$ cat src/lhlh_pkg.sv
// Package: shared constants, command codes, log table and controller/datapath interface types.
`timescale 1ns / 1ps
package lhlh_pkg;

   localparam int COUNT_WIDTH_DEFAULT = 32;
   localparam int NUM_BINS            = 256;
   localparam int BIN_WIDTH           = 8;
   localparam int PIXEL_WIDTH         = 24;
   localparam int HEIGHT_WIDTH        = 12;
   localparam int RESULT_COUNT_WIDTH  = 32;
   localparam int RATIO_BITS          = 28;
   localparam int RATIO_WIDTH         = RATIO_BITS + 1;
   localparam int ITER_WIDTH          = 5;
   localparam logic [HEIGHT_WIDTH-1:0] FULL_ROWS_RESET = 12'd128;

   localparam logic [1:0] CMD_CLEAR = 2'd0;
   localparam logic [1:0] CMD_PIXEL = 2'd1;
   localparam logic [1:0] CMD_QUERY = 2'd2;

   // controller -> datapath commands
   typedef struct packed {
      logic clear_step;   // write zero to sweep address, zero total
      logic pixel_rd;     // read bin of luma of pixel, capture luma
      logic pixel_wr;     // write incremented bin and total
      logic query_rd;     // read queried bin
      logic div_start;    // load divider from read data
      logic div_step;     // one restoring division step
      logic norm_step;    // one normalize shift
      logic finish;       // compute height into result register
   } lhlh_cmd_type;

   // datapath -> controller status
   typedef struct packed {
      logic sweep_last;
      logic div_last;
      logic norm_done;
   } lhlh_status_type;

   function automatic logic [3:0] log_lookup(input logic [7:0] idx);
      logic [3:0] v;
      begin
         if (idx < 8'd24)       v = 4'd8;
         else if (idx < 8'd49)  v = 4'd7;
         else if (idx < 8'd76)  v = 4'd6;
         else if (idx < 8'd107) v = 4'd5;
         else if (idx < 8'd139) v = 4'd4;
         else if (idx < 8'd175) v = 4'd3;
         else if (idx < 8'd214) v = 4'd2;
         else                   v = 4'd1;
         return v;
      end
   endfunction

endpackage

$ cat src/lhlh_controller.sv
// Controller: sequences clear sweep, pixel read-modify-write and query division.
`timescale 1ns / 1ps
module lhlh_controller
   import lhlh_pkg::*;
(
   input  logic            clock,
   input  logic            reset,
   input  logic            req_valid,
   output logic            req_stall,
   input  logic [1:0]      req_command,
   output logic            rsp_valid,
   input  logic            rsp_stall,
   output lhlh_cmd_type    cmd,
   input  lhlh_status_type status
);

   localparam logic [2:0] ST_CLEAR = 3'd0;
   localparam logic [2:0] ST_IDLE  = 3'd1;
   localparam logic [2:0] ST_PWR   = 3'd2;
   localparam logic [2:0] ST_QLOAD = 3'd3;
   localparam logic [2:0] ST_DIV   = 3'd4;
   localparam logic [2:0] ST_NORM  = 3'd5;
   localparam logic [2:0] ST_FIN   = 3'd6;
   localparam logic [2:0] ST_RSP   = 3'd7;

   logic [2:0] state_ff, state_in;
   logic       accept;

   assign req_stall = (state_ff != ST_IDLE);
   assign accept    = req_valid & ~req_stall;
   assign rsp_valid = (state_ff == ST_RSP);

   always_comb begin
      state_in = state_ff;
      cmd      = '0;
      unique case (state_ff)
         ST_CLEAR: begin
            cmd.clear_step = 1'b1;
            if (status.sweep_last) state_in = ST_IDLE;
         end
         ST_IDLE: begin
            if (accept) begin
               unique case (req_command)
                  CMD_CLEAR: state_in = ST_CLEAR;
                  CMD_PIXEL: begin
                     cmd.pixel_rd = 1'b1;
                     state_in     = ST_PWR;
                  end
                  CMD_QUERY: begin
                     cmd.query_rd = 1'b1;
                     state_in     = ST_QLOAD;
                  end
                  default: state_in = ST_IDLE;
               endcase
            end
         end
         ST_PWR: begin
            cmd.pixel_wr = 1'b1;
            state_in     = ST_IDLE;
         end
         ST_QLOAD: begin
            cmd.div_start = 1'b1;
            state_in      = ST_DIV;
         end
         ST_DIV: begin
            cmd.div_step = 1'b1;
            if (status.div_last) state_in = ST_NORM;
         end
         ST_NORM: begin
            if (status.norm_done) state_in = ST_FIN;
            else cmd.norm_step = 1'b1;
         end
         ST_FIN: begin
            cmd.finish = 1'b1;
            state_in   = ST_RSP;
         end
         ST_RSP: begin
            if (!rsp_stall) state_in = ST_IDLE;
         end
         default: state_in = ST_IDLE;
      endcase
   end

   always_ff @(posedge clock) begin
      if (reset) state_ff <= ST_CLEAR;
      else       state_ff <= state_in;
   end

`ifndef SYNTHESIS
   a_no_accept_busy: assert property (@(posedge clock) disable iff (reset)
      (state_ff != ST_IDLE) |-> req_stall) else $error("accept while busy");
   a_rsp_after_fin: assert property (@(posedge clock) disable iff (reset)
      $rose(rsp_valid) |-> $past(state_ff == ST_FIN)) else $error("response without finish");
   a_one_cmd: assert property (@(posedge clock) disable iff (reset)
      $onehot0(cmd)) else $error("multiple datapath commands");
`endif

endmodule

$ cat config.mk
export PLATFORM = sky130hd
export DESIGN_NAME = lhlh_controller
export DESIGN_NICKNAME = d
export VERILOG_FILES = /design/src/lhlh_pkg.sv /design/src/lhlh_controller.sv
export SDC_FILE = /design/constraint.sdc
export NUM_CORES = 1
export LEC_CHECK = 0
export ABC_AREA = 1
export BUFFER_PORTS_ARGS = -buffer_cell sky130_fd_sc_hd__clkbuf_2
export CORE_AREA = 5 5 42 44
export CTS_CLUSTER_SIZE = 8
export DETAILED_ROUTE_END_ITERATION = 10
export DIE_AREA = 0 0 47 49
export SYNTH_ARGS = -nofsm -noshare
export SYNTH_HDL_FRONTEND = slang
export SYNTH_SLANG_ARGS = --single-unit
$ cat constraint.sdc
create_clock -name clock -period 1.1 [get_ports clock]
set_clock_uncertainty 0.1 [all_clocks]
set_input_delay 0.055 -clock clock [delete_from_list [all_inputs] [get_ports clock]]
set_output_delay 0.055 -clock clock [all_outputs]
set_load 0.01 [all_outputs]
==> summary.md, run 1 <==
| Metric | Value |
|---|---|
| Post-route ant nets | `0` |
| Clk slew on worst S/H paths | `0.04 ns` |
| Crit-path cells | `nor2_4 -> nand2_4 -> nor3b_2 -> buf_2` |
| Largest register FFs | `3` |
| # DRC | `0` |
| Post-synth top cells | `12 x inv_1, 10 x nor2_1, 9 x nand2_1` |
| Mapped Cells | `60` |
| Fin crit share | `116.1%` |
| Biggest area consumer among synthesized cells | `dfxtp_1` |
| Mean Syn Cell Area | `5.901 µm²` |
| Slew Limit Fails | `0` |
| Count leader, synth | `inv_1` |
| Max-Cap Viols | `0` |
| Vias/cell | `4.289` |
| Synth cell types | `19` |
| DP Wirelength | `795 µm` |
| First-pass GRT wire length | `1.656 mm` |
| PnR worst setup slack | `-0.1767 ns` |
| Routability cong. | `0.7868` |
| Number of flops mapped to enable cells by yosys | `0` |
| Status | `complete, but fails checks` |
| Top delay family on crit path | `simple AND/OR/NAND/NOR gates` |
| Yosys warns | `0` |
| # clock sinks | `3` |
| Core area | `1401 µm²` |
| Worst-Skew Late Latency | `0.23 ns` |
| Async set-reset flop share out of synthesis | `0%` |
| CTS Root Cell | `clkbuf_4` |
| First-pass DRT Iterations | `3` |
| CP max stage delay | `0.36 ns` |
| Critical path class | `flop to output port` |
| Fin util | `51.88%` |
| Failing checks | `negative setup slack` |
| Worst VDD drop | `0.0008937 V` |
| Initial antenna violation count | `0` |
| Critical path startpoint category | `flop` |
| Post-DP Area | `538.0 µm²` |
| CP max FO | `5` |
| Required @ worst endpoint | `0.94 ns` |
| Fillers | `144` |
| Mapped Area | `354.1 µm²` |
| Initial DRC Count | `6` |
| Minimum clock period after layout | `1.277 ns` |
| # diodes | `0` |
| Top flop regs | `state_ff x3` |
| Final setup fails | `13` |
| Pwr Density | `2036 nW/µm²` |
| DIE WIDTH | `47 µm` |
| PortBufs | `18` |
| Seq cells post-synth | `3` |
| Slew margin rel. | `85.47%` |
| Largest net degree at the start of global routing | `8` |
| Starting Density | `25.27%` |
| Share of cells above drive strength 1 | `61.22%` |
| Vias in the first global route | `466` |
| Sequential element share of the synthesized area | `16.96%` |
| Fin Setup TNS | `-1.590 ns` |
| Top reg by flops | `state_ff` |
| Ranking of synthesized cells by area | `dfxtp_1 17%, inv_1 13%, ha_1 11%` |
| Cell at the slowest stage of the critical path | `dfxtp_4` |
| GRT Resource Usage Total | `9.768%` |
| Clock Path Buffers | `2` |
| Area grow syn2layout | `105.3%` |
| Row count | `14` |
| Die ar. | `2303 µm²` |
| Top_reg_cell synth | `dfxtp_1` |
| Buf+Inv Stages, Crit Path | `1` |
| Nets | `111` |
| Overflow after GRT | `0` |
| Post-synth top area share | `16.96%` |
| F_max | `783.3 MHz` |
| CTS tree | `built` |
| Post-route cell area | `726.9 µm²` |
| Crit. End Element | `output port` |
| Vias post-DR | `489` |
| Hold WC Path Type | `input pin to flop` |
| IO Count | `19` |
| Final hold slack | `0.2093 ns` |
| Post-DR wirelength/cell | `9.561 µm` |
| H-tree depth | `1` |
| Slew @ Worst Pin | `0.2165 ns` |
| Detailed Route WL | `1.090 mm` |
| Final Power | `1.480 mW` |
| Syn nets | `72` |
| Chip height | `49 µm` |
| Inserted Clock Buffers | `3` |
| CP arrival | `1.12 ns` |
| Final Hold Fails | `0` |
| Leak | `0.4033 nW` |
| RSZ-0062 raised after global routing | `true` |
[area by class of cell]
| class | instances | area (µm²) | area share [%] |
|---|---|---|---|
| Clock buffer | 4 | 26.28 | 3.614 |
| Inverter | 13 | 51.30 | 7.057 |
| Multi-Input combinational cell | 42 | 300.3 | 41.31 |
| Sequential cell | 3 | 71.32 | 9.811 |
| Tap cell | 16 | 20.02 | 2.754 |
| Timing Repair Buffer | 36 | 257.7 | 35.46 |
[worst min-delay path, delay by kind of cell]
| kind | cells | cell delay [ns] |
|---|---|---|
| simple gates | 4 | 0.31 |
| buf+inv | 3 | 0.16 |
[cell families after synthesis]
logic type      after synthesis  share of synthesized area, %
simple gates                 35                         47.00
flops                         3                         16.96
fa+ha+maj                     3                         10.60
compound gates                4                         6.357
buf+inv                      15                         19.08
[per-stage QoR]
step / instances / worst slack (ns)
floorplan: 60 / -0.05212
global placement: 104 / -0.1342
detailed placement: 104 / -0.1367
CTS: 112 / -0.1874
global route: 114 / -0.2557
finish: 114 / -0.1767
[final timing paths]
check,start,end,slack [ns],cells past startpoint
worst min-delay path,status[2],state_ff[2],0.21,7
worst min register to register,state_ff[1],state_ff[2],0.66,7
worst max register to register,state_ff[1],state_ff[0],-0.16,7
worst max-delay path,state_ff[1],cmd[4],-0.18,4
[report_power, final]
group          total [mW]  switching, mW  leakage (nW)  internal [mW]
Combinational        1.03          0.488         0.362          0.544
Clock               0.190         0.0546        0.0150          0.136
Sequential          0.258         0.0856        0.0267          0.172
[repair_timing]
action                                  CTS  global route
resized for setup                        14            25
pin swaps                                 5             9
hold buffers                              1             0
hold endpoints to repair                  3             0
buffers inserted                          3             2
endpoints found under the setup margin   13            13
[placed cells by master (no fill, tap or decap), drive strengths merged]
cell,Yosys,final
ha,3,3
nand4,2,2
nand3,6,6
nand2,10,10
dfxtp,3,3
clkbuf,0,15
nor3b,2,2
nor3,4,4
buf,2,24
o21ai,2,2
nor2,11,11
inv,13,13
o21bai,1,1
dlygate4sd3,0,1
a21oi,1,1
[routing by layer]
metal | share of wire (%) | wire [µm] | GRT usage (%)
met1 | 38 | 409 | 9.825
met3 | 5.9 | 64 | 1.476
met2 | 53 | 583 | 16.52
met4 | 2.9 | 32 | 7.834
met5 | 0 | 0 | 0
No activity file was read; power rests on OpenSTA's default activity.
==> run 2: changes to the inputs <==
--- a/config.mk
+++ b/config.mk
@@ -11,6 +11,8 @@
 export CTS_CLUSTER_SIZE = 8
 export DETAILED_ROUTE_END_ITERATION = 10
 export DIE_AREA = 0 0 47 49
+export PLACE_DENSITY = 0.54
+export REMOVE_ABC_BUFFERS = 1
 export SYNTH_ARGS = -nofsm -noshare
 export SYNTH_HDL_FRONTEND = slang
 export SYNTH_SLANG_ARGS = --single-unit
==> summary.md, run 2 (same netlist as run 1, synthesis figures left out) <==
| Metric | Value |
|---|---|
| Slew Limit Fails | `0 (unchanged)` |
| Final Power | `1.452 mW (-1.9%)` |
| RR Startpoint | `state_ff[1]` |
| Critical path class | `flop to output port` |
| Area grow syn2layout | `99.29%` |
| # DRC | `0 (unchanged)` |
| Buf+Inv Stages, Crit Path | `2 (+1)` |
| Minimum clock period after layout | `1.246 ns (-0.03027 ns)` |
| IO Count | `19 (unchanged)` |
| Vias post-DR | `479 (-2.0%)` |
| Hold WC Path Type | `input pin to flop` |
| Initial antenna violation count | `0 (unchanged)` |
| Chip height | `49 µm (unchanged)` |
| F_max | `802.3 MHz (+2.4%)` |
| Sw Share | `43.46% (+1.0 points)` |
| Hold Path Stages | `5 (-2)` |
| CP max FO | `5 (unchanged)` |
| CTS Root Cell | `clkbuf_4` |
| Crit. End Element | `output port` |
| Final std cells w/o fill | `111 (-2.6%)` |
| Hold EP | `state_ff[1]` |
| Final setup fails | `13 (unchanged)` |
| Top reg by flops | `state_ff` |
| Worst reg2reg path depth | `8 (+1)` |
| Total placed cells including tap cells | `103 (-0.96%)` |
| Top delay family on crit path | `flip-flops` |
| Row count | `14 (unchanged)` |
| PnR worst setup slack | `-0.1464 ns (+0.03027 ns)` |
| RSZ-0062 raised after global routing | `true` |
| CP arrival | `1.09 ns (-0.03 ns)` |
| Top flop regs | `state_ff x3` |
| Initial DRC Count | `12 (+6)` |
| Most frequent cells in the layout | `13 x buf_4, 11 x clkbuf_2, 9 x inv_1` |
| Worst Min Path Start | `req_command[1]` |
| Starting Density | `25.27% (unchanged)` |
| Largest register FFs | `3 (unchanged)` |
| Largest net degree at the start of global routing | `8 (unchanged)` |
| Max-Cap Viols | `0 (unchanged)` |
| Clk slew on worst S/H paths | `0.04 ns (about the same)` |
| Clock share of power | `13.1% (+0.2 points)` |
| Sequential Power Share | `18.5% (+1.1 points)` |
| Critical path startpoint category | `flop` |
| Footprint of the multi-input gates | `309.0 µm² (+2.9%)` |
| Worst-Skew Late Latency | `0.23 ns (about the same)` |
| Post-DR wirelength/cell | `9.036 µm (-5.5%)` |
| Pint | `821.0 µW (-3.6%)` |
| Vias/cell | `4.315 (+0.60%)` |
| CP max stage delay | `0.39 ns (+0.03 ns)` |
| Post-route ant nets | `0 (unchanged)` |
| GRT Resource Usage Total | `8.937% (-0.83 points)` |
| Share of cells above drive strength 1 | `58.95% (-2.3 points)` |
| Required @ worst endpoint | `0.94 ns (about the same)` |
| Slew margin rel. | `85.54% (about the same)` |
| Sw power | `631.2 µW (+0.54%)` |
| Final Hold Fails | `0 (unchanged)` |
| Fillers | `152 (+5.6%)` |
| H-tree depth | `1 (unchanged)` |
| Fin crit share | `113.3% (-2.8 points)` |
| DP Wirelength | `787 µm (-1.0%)` |
| Crit-path cells | `nand2_1 -> buf_4 -> nor2_1 -> clkbuf_2` |
| R2R Setup Slk | `-0.11 ns (+0.05 ns)` |
| Core area | `1401 µm² (unchanged)` |
| First-pass DRT Iterations | `4 (+1)` |
| Routability cong. | `0.7562 (-3.9%)` |
| Cell at the slowest stage of the critical path | `dfxtp_4` |
| Failing checks | `negative setup slack` |
| Reg-to-Reg End | `state_ff[2]` |
| Slew @ Worst Pin | `0.2154 ns (-0.001128 ns)` |
| Die ar. | `2303 µm² (unchanged)` |
| Detailed Route WL | `1.003 mm (-8.0%)` |
| Clock Path Buffers | `2 (unchanged)` |
| Nets | `108 (-2.7%)` |
| PortBufs | `18 (unchanged)` |
| CTS tree | `built` |
| Status | `complete, but fails checks` |
| Vias in the first global route | `421 (-9.7%)` |
| # diodes | `0 (unchanged)` |
| Logic gate share of total power | `68.4% (-1.3 points)` |
| First-pass GRT wire length | `1.593 mm (-3.8%)` |
| # clock sinks | `3 (unchanged)` |
| Leak | `0.3921 nW (-2.8%)` |
| Worst VDD drop | `0.001150 V (+29%)` |
| Overflow after GRT | `0 (unchanged)` |
| Inserted Clock Buffers | `3 (unchanged)` |
| DIE WIDTH | `47 µm (unchanged)` |
| Pwr Density | `2058 nW/µm² (+1.1%)` |
| Fin Setup TNS | `-1.575 ns (+0.01525 ns)` |
| Most common cell after layout, fill and taps aside | `buf_4` |
| Area occupied by registers | `71.32 µm² (unchanged)` |
## run 2: per-stage QoR
stage / cell area [µm²] / hold WS [ns] / utilization (%) / setup WS [ns]
after floorplan: 335.3 / 0.1029 / - / -0.1488
after global placement: 528.0 / 0.2114 / 37.68 / -0.1621
after detailed placement: 528.0 / 0.2162 / 37.68 / -0.1923
after CTS: 665.6 / 0.1620 / 47.50 / -0.1675
after global routing: 705.7 / 0.1763 / 50.36 / -0.2620
final: 705.7 / 0.1809 / 50.36 / -0.1464
## run 2: cell type report
type,instances,area share [%]
Multi-Input combinational cell,42,43.79
Clock buffer,4,3.723
Inverter,13,7.270
Tap cell,16,2.837
Sequential cell,3,10.11
Timing Repair Buffer,33,32.27
## run 2: power groups by stage
stage	logic [mW]	registers, mW	clock network [mW]
floorplan	0.346	0.229	0
global placement	0.671	0.222	0
detailed placement	0.678	0.225	0
CTS	0.894	0.265	0.199
global route	1.08	0.279	0.215
finish	0.994	0.268	0.190
## run 2: repair_timing
action / 4_1_cts / 5_1_grt
gates cloned: 0 / 0
endpoints found under the setup margin: 13 / 13
hold buffers: 1 / 0
setup buffers: 3 / 0
endpoints found under the hold margin: 3 / 0
gates resized for setup: 24 / 14
pin swaps: 7 / 3
## run 2: worst register-to-register path, stage by stage (launching register included)
cell	delay, ns
dfxtp_4	0.39
nor2_4	0.05
buf_4	0.15
nand3_4	0.07
nand3_4	0.10
nor2_4	0.11
nand2_1	0.06
nand2_1	0.06
inv_1	0.03
## run 2: how the worst max path moves through the flow
stage	cells past startpoint	endpoint	startpoint	slack, ns
CTS	4	cmd[6]	state_ff[2]	-0.17
global placement	7	state_ff[2]	state_ff[0]	-0.16
detailed placement	7	state_ff[2]	state_ff[0]	-0.19
global route	4	cmd[6]	state_ff[2]	-0.26
finish	4	rsp_valid	state_ff[1]	-0.15
floorplan	7	state_ff[2]	state_ff[0]	-0.15
## run 2: routing by layer
layer / vias to the layer above / track usage (%) / part of all wire, %
li1: 257 / - / -
met1: 211 / 10.96 / 40
met2: 11 / 14.71 / 54
met3: 0 / 1.107 / 5.6
met4: 0 / 4.147 / 0
met5: - / 0 / 0
==> run 3: changes to the inputs <==
--- a/config.mk
+++ b/config.mk
@@ -5,13 +5,13 @@
 export SDC_FILE = /design/constraint.sdc
 export NUM_CORES = 1
 export LEC_CHECK = 0
-export ABC_AREA = 1
-export BUFFER_PORTS_ARGS = -buffer_cell sky130_fd_sc_hd__clkbuf_2
+export ABC_AREA = 0
 export CORE_AREA = 5 5 42 44
 export CTS_CLUSTER_SIZE = 8
 export DETAILED_ROUTE_END_ITERATION = 10
 export DIE_AREA = 0 0 47 49
-export PLACE_DENSITY = 0.54
+export DONT_BUFFER_PORTS = 1
+export PLACE_DENSITY = 0.43
 export REMOVE_ABC_BUFFERS = 1
 export SYNTH_ARGS = -nofsm -noshare
 export SYNTH_HDL_FRONTEND = slang
==> summary.md, run 3 <==
| Metric | Value |
|---|---|
| Status | `complete, but fails checks` |
| Failing checks | `negative hold slack, negative setup slack` |
| Worst-Skew Late Latency | `0.24 ns (about the same)` |
| Worst path depth | `4 (unchanged)` |
| Overflow after GRT | `0 (unchanged)` |
| Largest register FFs | `3 (unchanged)` |
| Required @ worst endpoint | `1.13 ns (+0.19 ns)` |
| Biggest area consumer among synthesized cells | `dfxtp_1` |
| Core area | `1401 µm² (unchanged)` |
| Total placed cells including tap cells | `73 (-29%)` |
| Critical path class | `flop to flop` |
| Initial DRC Count | `5 (-7)` |
| Fin crit share | `129.8% (+17 points)` |
| First-pass GRT wire length | `1.662 mm (+4.3%)` |
| Starting Density | `26.43% (+1.2 points)` |
| Synth cell types | `26 (+7)` |
| Mean Syn Cell Area | `8.818 µm² (+49%)` |
| Fillers | `150 (-1.3%)` |
| Worst VDD drop | `0.0004569 V (-60%)` |
| Post-synth top cells | `3 x dfxtp_1, 3 x ha_1, 3 x inv_1, 3 x nand2_1, 3 x nor3_1` |
| Area occupied by registers | `71.32 µm² (unchanged)` |
| Minimum clock period after layout | `1.428 ns (+0.1817 ns)` |
| Vias/cell | `4.705 (+9.0%)` |
| PnR worst setup slack | `-0.3281 ns (-0.1817 ns)` |
| Hold WC Path Type | `input pin to flop` |
| Initial antenna violation count | `0 (unchanged)` |
| RSZ-0062 raised after global routing | `true` |
| Fin Setup TNS | `-2.546 ns (-0.9709 ns)` |
| F_max | `700.2 MHz (-13%)` |
| CTS tree | `built` |
| Buf+Inv Stages, Crit Path | `1 (-1)` |
| # DRC | `0 (unchanged)` |
| Mapped Cells | `42 (-30%)` |
| Crit. End Element | `flop` |
| Final hold slack | `-0.08679 ns (-0.2677 ns)` |
| Detailed Route WL | `988 µm (-1.5%)` |
| Pwr Density | `1077 nW/µm² (-48%)` |
| Worst reg2reg path depth | `4 (-4)` |
| First-pass DRT Iterations | `2 (-2)` |
| Slew @ Worst Pin | `0.3333 ns (+0.1179 ns)` |
| Die ar. | `2303 µm² (unchanged)` |
| Top flop regs | `state_ff x3` |
| Leak | `0.2617 nW (-33%)` |
| CP arrival | `1.45 ns (+0.36 ns)` |
| Footprint of the multi-input gates | `297.8 µm² (-3.6%)` |
| GRT Resource Usage Total | `9.986% (+1.0 points)` |
| Post-CTS setup buffers | `0 (-3)` |
| Most common cell after layout, fill and taps aside | `buf_4` |
| Final Power | `636.0 µW (-56%)` |
| # diodes | `0 (unchanged)` |
| Hold Path Stages | `2 (-3)` |
| Number of flops mapped to enable cells by yosys | `0 (unchanged)` |
| Largest net degree at the start of global routing | `13 (+5)` |
| Routability cong. | `0.7062 (-6.6%)` |
| Ranking of synthesized cells by area | `dfxtp_1 16%, ha_1 10%, a2111oi_4 7.4%` |
| Post-DR wirelength/cell | `12.67 µm (+40%)` |
| Top_reg_cell synth | `dfxtp_1` |
| Clock Path Buffers | `2 (unchanged)` |
| Final std cells w/o fill | `78 (-30%)` |
| Post-route ant nets | `0 (unchanged)` |
| Crit-path cells | `buf_6 -> a2111oi_4 -> nor3b_2 -> mux2_4` |
| DP Wirelength | `747.1 µm (-5.1%)` |
| DIE WIDTH | `47 µm (unchanged)` |
| Vias post-DR | `367 (-23%)` |
| Final Hold Fails | `1 (+1)` |
| Chip height | `49 µm (unchanged)` |
| Row count | `14 (unchanged)` |
| Vias in the first global route | `404 (-4.0%)` |
| Inserted Clock Buffers | `3 (unchanged)` |
| Slew margin rel. | `77.21% (-8.3 points)` |
| Nets | `75 (-31%)` |
| Max-Cap Viols | `0 (unchanged)` |
| CP max FO | `5 (unchanged)` |
| IO Count | `19 (unchanged)` |
| Sequential element share of the synthesized area | `16.22% (-0.74 points)` |
| H-tree depth | `1 (unchanged)` |
| Final setup fails | `12 (-1)` |
| # clock sinks | `3 (unchanged)` |
| Async set-reset flop share out of synthesis | `0% (unchanged)` |
| Seq cells post-synth | `3 (unchanged)` |
| Clk slew on worst S/H paths | `0.04 ns (about the same)` |
| Post-cts hold buffer count | `1 (unchanged)` |
| PortBufs | `0 (-18)` |
| Cell at the slowest stage of the critical path | `dfxtp_4` |
| Critical path startpoint category | `flop` |
| Share of cells above drive strength 1 | `61.29% (+2.3 points)` |
| Top reg by flops | `state_ff` |
| CTS Root Cell | `clkbuf_4` |
| Yosys warns | `0 (unchanged)` |
| Slew Limit Fails | `0 (unchanged)` |
| Mapped Area | `370.4 µm² (+4.6%)` |
| Area grow syn2layout | `59.46%` |
| Top delay family on crit path | `flip-flops` |
| Post-synth top area share | `16.22% (-0.74 points)` |
| CP max stage delay | `0.35 ns (-0.04 ns)` |
run 3: area by class of cell:
class	instances	area share [%]
Multi-Input combinational cell	32	50.42
Timing Repair Buffer	20	27.75
Sequential cell	3	12.08
Clock buffer	4	4.449
Tap cell	16	3.390
Inverter	3	1.907
run 3: cell families after synthesis:
group	after synthesis	synth area share, %
AO/OA/AOI/OAI	7	19.25
adder cells (fa/ha/maj)	3	10.14
buffers and inverters	7	12.16
flip-flops	3	16.22
multiplexers	1	4.053
AND/OR/NAND/NOR	21	38.18
run 3: metrics by stage:
| stage | utilization, % | area [µm²] | setup slack (ns) |
|---|---|---|---|
| floorplan | - | 336.6 | -0.5670 |
| global placement | 35.63 | 499.2 | -0.3960 |
| detailed placement | 35.63 | 499.2 | -0.4776 |
| CTS | 40.71 | 570.5 | -0.3262 |
| global route | 42.14 | 590.6 | -0.3677 |
| finish | 42.14 | 590.6 | -0.3281 |
run 3: worst paths after layout:
path / from / end / slack, ns
setup / recovery: state_ff[1] / state_ff[0] / -0.33
hold / removal: rsp_stall / state_ff[1] / -0.09
setup reg to reg: state_ff[1] / state_ff[0] / -0.33
hold reg to reg: state_ff[2] / state_ff[2] / 0.46
run 3: report_power, final:
group	total (mW)	internal [mW]	switching [mW]
sequential	0.159	0.126	0.0333
combinational	0.273	0.152	0.120
clock	0.204	0.137	0.0674
total	0.636	0.415	0.221
run 3: repair_timing:
item                                   in CTS  in global routing
endpoints found under the hold margin       3                  1
gates resized for setup                    12                  5
pin swaps                                   3                  3
setup endpoints to repair                  13                 13
run 3: layer usage:
| metal | wire length (µm) | GRT usage, % | vias up |
|---|---|---|---|
| met1 | 353 | 10.07 | 162 |
| met3 | 70 | 2.583 | 2 |
| met2 | 555 | 16.74 | 14 |
| li1 | - | - | 189 |
| met5 | 0 | 0 | - |
| met4 | 8 | 6.912 | 0 |
